File: config.mk
export PLATFORM = sky130hd
export DESIGN_NAME = bfr_acc_unit
export DESIGN_NICKNAME = d
export VERILOG_FILES = /design/src/rtl/bfr_pkg.sv /design/src/rtl/bfr_acc_unit.sv
export SDC_FILE = /design/constraint.sdc
export NUM_CORES = 1
export LEC_CHECK = 0
export BUFFER_PORTS_ARGS = -buffer_cell sky130_fd_sc_hd__buf_4
export CAP_MARGIN = 10
export CORE_MARGIN = 3
export CORE_UTILIZATION = 52
export CTS_CLUSTER_SIZE = 14
export DETAILED_ROUTE_END_ITERATION = 8
export PLACE_DENSITY = 0.9
export SKIP_CTS_REPAIR_TIMING = 1
export SKIP_LAST_GASP = 1
export SLEW_MARGIN = 20
export SYNTH_ARGS = -nofsm -noshare
export SYNTH_HDL_FRONTEND = slang
export SYNTH_SLANG_ARGS = --single-unit
File: constraint.sdc
create_clock -name clock -period 3.9 [get_ports clock]
set_clock_uncertainty 0.05 [all_clocks]
set_input_delay 0.975 -clock clock [delete_from_list [all_inputs] [get_ports clock]]
set_output_delay 0.975 -clock clock [all_outputs]
set_load 0.02 [all_outputs]
File: src/rtl/bfr_pkg.sv
// shared constants, types and a helper function for the bitmap font text renderer
// no dependencies; compiled first

package bfr_pkg;

   // default geometry, handed to the top level parameters
   localparam int GLYPH_COUNT_DEF   = 8836;
   localparam int SCREEN_WIDTH_DEF  = 640;
   localparam int SCREEN_HEIGHT_DEF = 480;

   // payload widths
   localparam int MODE_W   = 1;
   localparam int ROWIDX_W = 18;
   localparam int ROW_W    = 16;
   localparam int CODE_W   = 8;
   localparam int OFF_W    = 19;
   localparam int COLOR_W  = 8;

   // cursor and geometry widths
   localparam int CX_W     = 11;
   localparam int CY_W     = 10;
   localparam int CHARS_W  = 7;
   localparam int SX_W     = 10;
   localparam int SY_W     = 9;
   localparam int GEOM_W   = 12;
   localparam int PROD_W   = CY_W + GEOM_W;
   localparam int GLYPH_W  = 14;
   localparam int GCMP_W   = 15;
   localparam int ROWSEL_W = 4;

   // code ranges and glyph layout
   localparam logic [CODE_W-1:0]   CODE_BASE     = 8'hA1;
   localparam logic [CODE_W-1:0]   CODE_TOP      = 8'hFE;
   localparam logic [CODE_W-1:0]   CODE_TERM     = 8'h00;
   localparam logic [GCMP_W-1:0]   CODES_PER_ROW = 15'd94;
   localparam logic [ROWSEL_W-1:0] LAST_ROW      = 4'd15;
   localparam logic [CX_W-1:0]     CHAR_STEP_X   = 11'd16;
   localparam logic [CX_W-1:0]     LINE_STEP_Y   = 11'd16;
   localparam logic [CX_W-1:0]     CY_LIMIT      = 11'h3FF;

   // input modes
   localparam logic [MODE_W-1:0] MODE_LOAD = 1'b0;
   localparam logic [MODE_W-1:0] MODE_DRAW = 1'b1;

   // register file
   localparam int CSR_ADDR_W = 4;
   localparam int CSR_DATA_W = 32;
   localparam logic [1:0] REG_DRAW_COLOR     = 2'd0;
   localparam logic [1:0] REG_START_X        = 2'd1;
   localparam logic [1:0] REG_START_Y        = 2'd2;
   localparam logic [1:0] REG_CHARS_PER_LINE = 2'd3;

   localparam logic [COLOR_W-1:0] DRAW_COLOR_RST     = 8'd15;
   localparam logic [SX_W-1:0]    START_X_RST        = 10'd0;
   localparam logic [SY_W-1:0]    START_Y_RST        = 9'd0;
   localparam logic [CHARS_W-1:0] CHARS_PER_LINE_RST = 7'd40;

   typedef enum logic [1:0] {
      ST_IDLE,
      ST_CHECK,
      ST_BASE,
      ST_ROWS
   } bfr_state_type;

   // control of the shared offset adder
   typedef struct packed {
      logic load_base;
      logic step;
   } bfr_acc_ctrl_type;

   // font rows are stored leftmost pixel in the msb, the mask wants it in bit 0
   function automatic logic [ROW_W-1:0] mirror_row(input logic [ROW_W-1:0] v);
      logic [ROW_W-1:0] r;
      for (int i = 0; i < ROW_W; i++) begin
         r[i] = v[ROW_W-1-i];
      end
      return r;
   endfunction

endpackage

File: src/rtl/bfr_acc_unit.sv
// shared offset adder: forms y*width+x once per glyph, then steps one line per row
// depends on bfr_pkg

module bfr_acc_unit import bfr_pkg::*; #(
   parameter int SCREEN_WIDTH = SCREEN_WIDTH_DEF
) (
   input  logic             clock,
   input  bfr_acc_ctrl_type ctrl,
   input  logic [OFF_W-1:0] prod,
   input  logic [CX_W-1:0]  base_x,
   output logic [OFF_W-1:0] acc
);

   logic [OFF_W-1:0] acc_ff;
   logic [OFF_W-1:0] acc_in;
   logic [OFF_W-1:0] opa;
   logic [OFF_W-1:0] opb;

   // one adder, operands picked by the sequencer
   always_comb begin
      opa    = ctrl.load_base ? prod : acc_ff;
      opb    = ctrl.load_base ? OFF_W'(base_x) : OFF_W'(SCREEN_WIDTH);
      acc_in = opa + opb;
   end

   always_ff @(posedge clock) begin
      if (ctrl.load_base || ctrl.step) begin
         acc_ff <= acc_in;
      end
   end

   assign acc = acc_ff;

endmodule

==> flow_summary.yaml <==
status:
  outcome: "finished clean"
hold_path:
  hold_path_depth: 2
  min_from: "acc[0]"
  hold_class: "register to register"
critical_path:
  r2r-start: "acc[0]"
  crit_start: "ctrl[1]"
  critPathMaxFanout: 25
  r2r_slack_ns: 1.25
  critical_path_class: "input pin to register"
  cp-start-kind: "input pin"
  cp.required_ns: 3.93
  critPathCaptureType: "register"
  reg2reg_depth: 9
  arrival_ns: 3.27
logic_synthesis:
  synthArstFlopShare: 0
  synth_warnings: 0
  synth_cell_type_count: 49
  synth_top_cells_by_area: "edfxtp_1, ha_1, mux2_2"
  synth_edf_count: 19
  synth_fp_nets: 217
  synth_top_area_share: 0.3314
  syn_area_per_cell_um2: 10.01
  synthCells: 172
  synth_ff_type: "edfxtp_1"
  netlist_area_um2: 1722
  synth_seq_cells: 19
  yosysSeqAreaShare: 0.3314
  yosysTopAreaCell: "edfxtp_1"
timing:
  setup_tns_ns: 0
  rsz0062_at_grt: "no"
  slew_viol_final: 0
  fmax_mhz: 308.7
  worst_slew_pin_slew_ns: 0.6541
  finalCriticalPeriod_ns: 3.240
  fin_crit_sh: 0.8307
  hold_viol: 0
  slew_headroom: 0.5602
  setup_violations: 0
global_routing:
  overflow: 0
  grt_pass1_wl_um: 6617
  grt_start_max_net_pins: 26
  grt_pass1_vias: 1482
  groute.usage.overall: 0.2005
  antenna_found_initial: 0
cts:
  cts_sinks: 19
  htree_levels: 1
  numCtsBuffers: 3
  clk_path_buf_depth: 2
  cts_root_buffer: "clkbuf_4"
  cts_tree: "built"
  clock_latency_ns: 0.31
  cts.clk_slew.worst_paths_ns: 0.12
route:
  vias: 1540
  wire_per_inst_um: 14.60
  drtIter0Drc: 40
  ant_nets: 0
  firstDrtPassIters: 4
  vias_per_cell: 5.811
  drc: 0
  routed_wl_um: 3869
finish:
  n_antenna_cell: 0
  area_growth_pct: 25.22
  multi_input_area_um2: 1095
  drive_above_1_share: 0.3303
  nets: 267
  final_util: 0.6948
  final_area_um2: 2156
  seq_area_um2: 570.5
  largest_reg_flops: 19
  nFillCells: 278
place:
  place_area_um2: 2130
  finalWeightedCongestion: 0.9217
  portBuffers: 51
  hpwlAfterDp_um: 2932
floorplan:
  num_rows: 20
  start_util: 0.5548
  coreArea_um2: 3103
  dieArea_um2: 4037
  fp.dieW_um: 63.54
  ioPinCount: 52
  die_h_um: 63.54
job:
  drv_cap: 0
power:
  vdd_drop_max_mv: 0.2436
  p_leak_nw: 0.9145
  total_power_mw: 1.098
  p_per_area_nw_per_um2: 509.2
-- path summary, 6_finish.rpt --
kind	to
worst min-delay path	acc[0]
worst max register to register	acc[16]
worst min register to register	acc[0]
worst max-delay path	acc[16]
-- cell usage after synthesis, types with 2 or more instances --
master / number
edfxtp_1: 19
xnor2_1: 12
ha_1: 11
mux2_2: 11
nand2_1: 11
a21oi_1: 9
and2_1: 8
nor2_1: 7
mux2i_1: 6
nand3_1: 6
inv_1: 5
a211oi_1: 4
nand3b_1: 4
a21o_1: 3
buf_2: 3
clkbuf_1: 3
mux2_1: 3
nor3_1: 3
o21a_1: 3
o21ai_0: 3
a21boi_1: 2
a31oi_1: 2
and4_1: 2
nand2b_1: 2
nand4_1: 2
nor4_1: 2
o211ai_1: 2
o21ai_1: 2
or2_2: 2
-- where the power goes --
group,switching (mW),internal [mW]
clock network,0.0713,0.0400
registers,0.0459,0.326
logic,0.333,0.282
-- worst max-delay path, stage by stage --
cell     delay (ns)
buf_4          0.23
mux2_2         0.37
ha_1           0.21
inv_1          0.07
fa_1           0.21
and4b_1        0.21
a221o_1        0.35
a21oi_2        0.22
nand2_1        0.08
o311a_1        0.33
-- layout make-up --
class / instances / share of cell area
repair buffers: 52 / 0.1811
clock buffers: 4 / 0.01219
inverters: 5 / 0.008706
flip-flops and latches: 19 / 0.2647
well taps: 44 / 0.02554
multi-input cells: 141 / 0.5078
-- per-layer routing --
layer	part of all wire	global-route usage	wire [µm]
met5	0	0	0
met4	0.014	0.06739	56
met3	0.047	0.02317	181
met2	0.50	0.3403	1949
met1	0.43	0.2635	1682
-- stage by stage --
step	setup slack, ns	instances	hold WS, ns
final	0.6604	265	0.6677
after global routing	0.5031	265	0.7308
after CTS	0.6526	265	0.6774
after detailed placement	0.3083	261	0.6474
after global placement	0.3777	261	0.6285
after floorplan	0.2502	172	0.7440
-- placed cells by master (no fill, tap or decap), drive strengths merged, types with 2 or more instances in the layout --
cell type,count
buf,52
edfxtp,19
mux2,14
xnor2,12
nand2,11
ha,11
a21oi,10
and2,8
nor2,8
mux2i,6
nand3,6
inv,5
o21ai,5
a211oi,4
nand3b,4
a21o,4
clkbuf,4
o21a,3
nor3,3
nand2b,2
and4,2
nand4,2
nor4,2
or2,2
a31oi,2
o211ai,2
a21boi,2
-- cell families after synthesis --
family          share of synthesized area
xor+xnor                          0.06613
flops                              0.3314
fa+ha+maj                         0.09157
compound gates                     0.1780
mux                                0.1265
buf+inv                           0.03270
simple gates                       0.1737
Power figures use the tool's default switching activity.
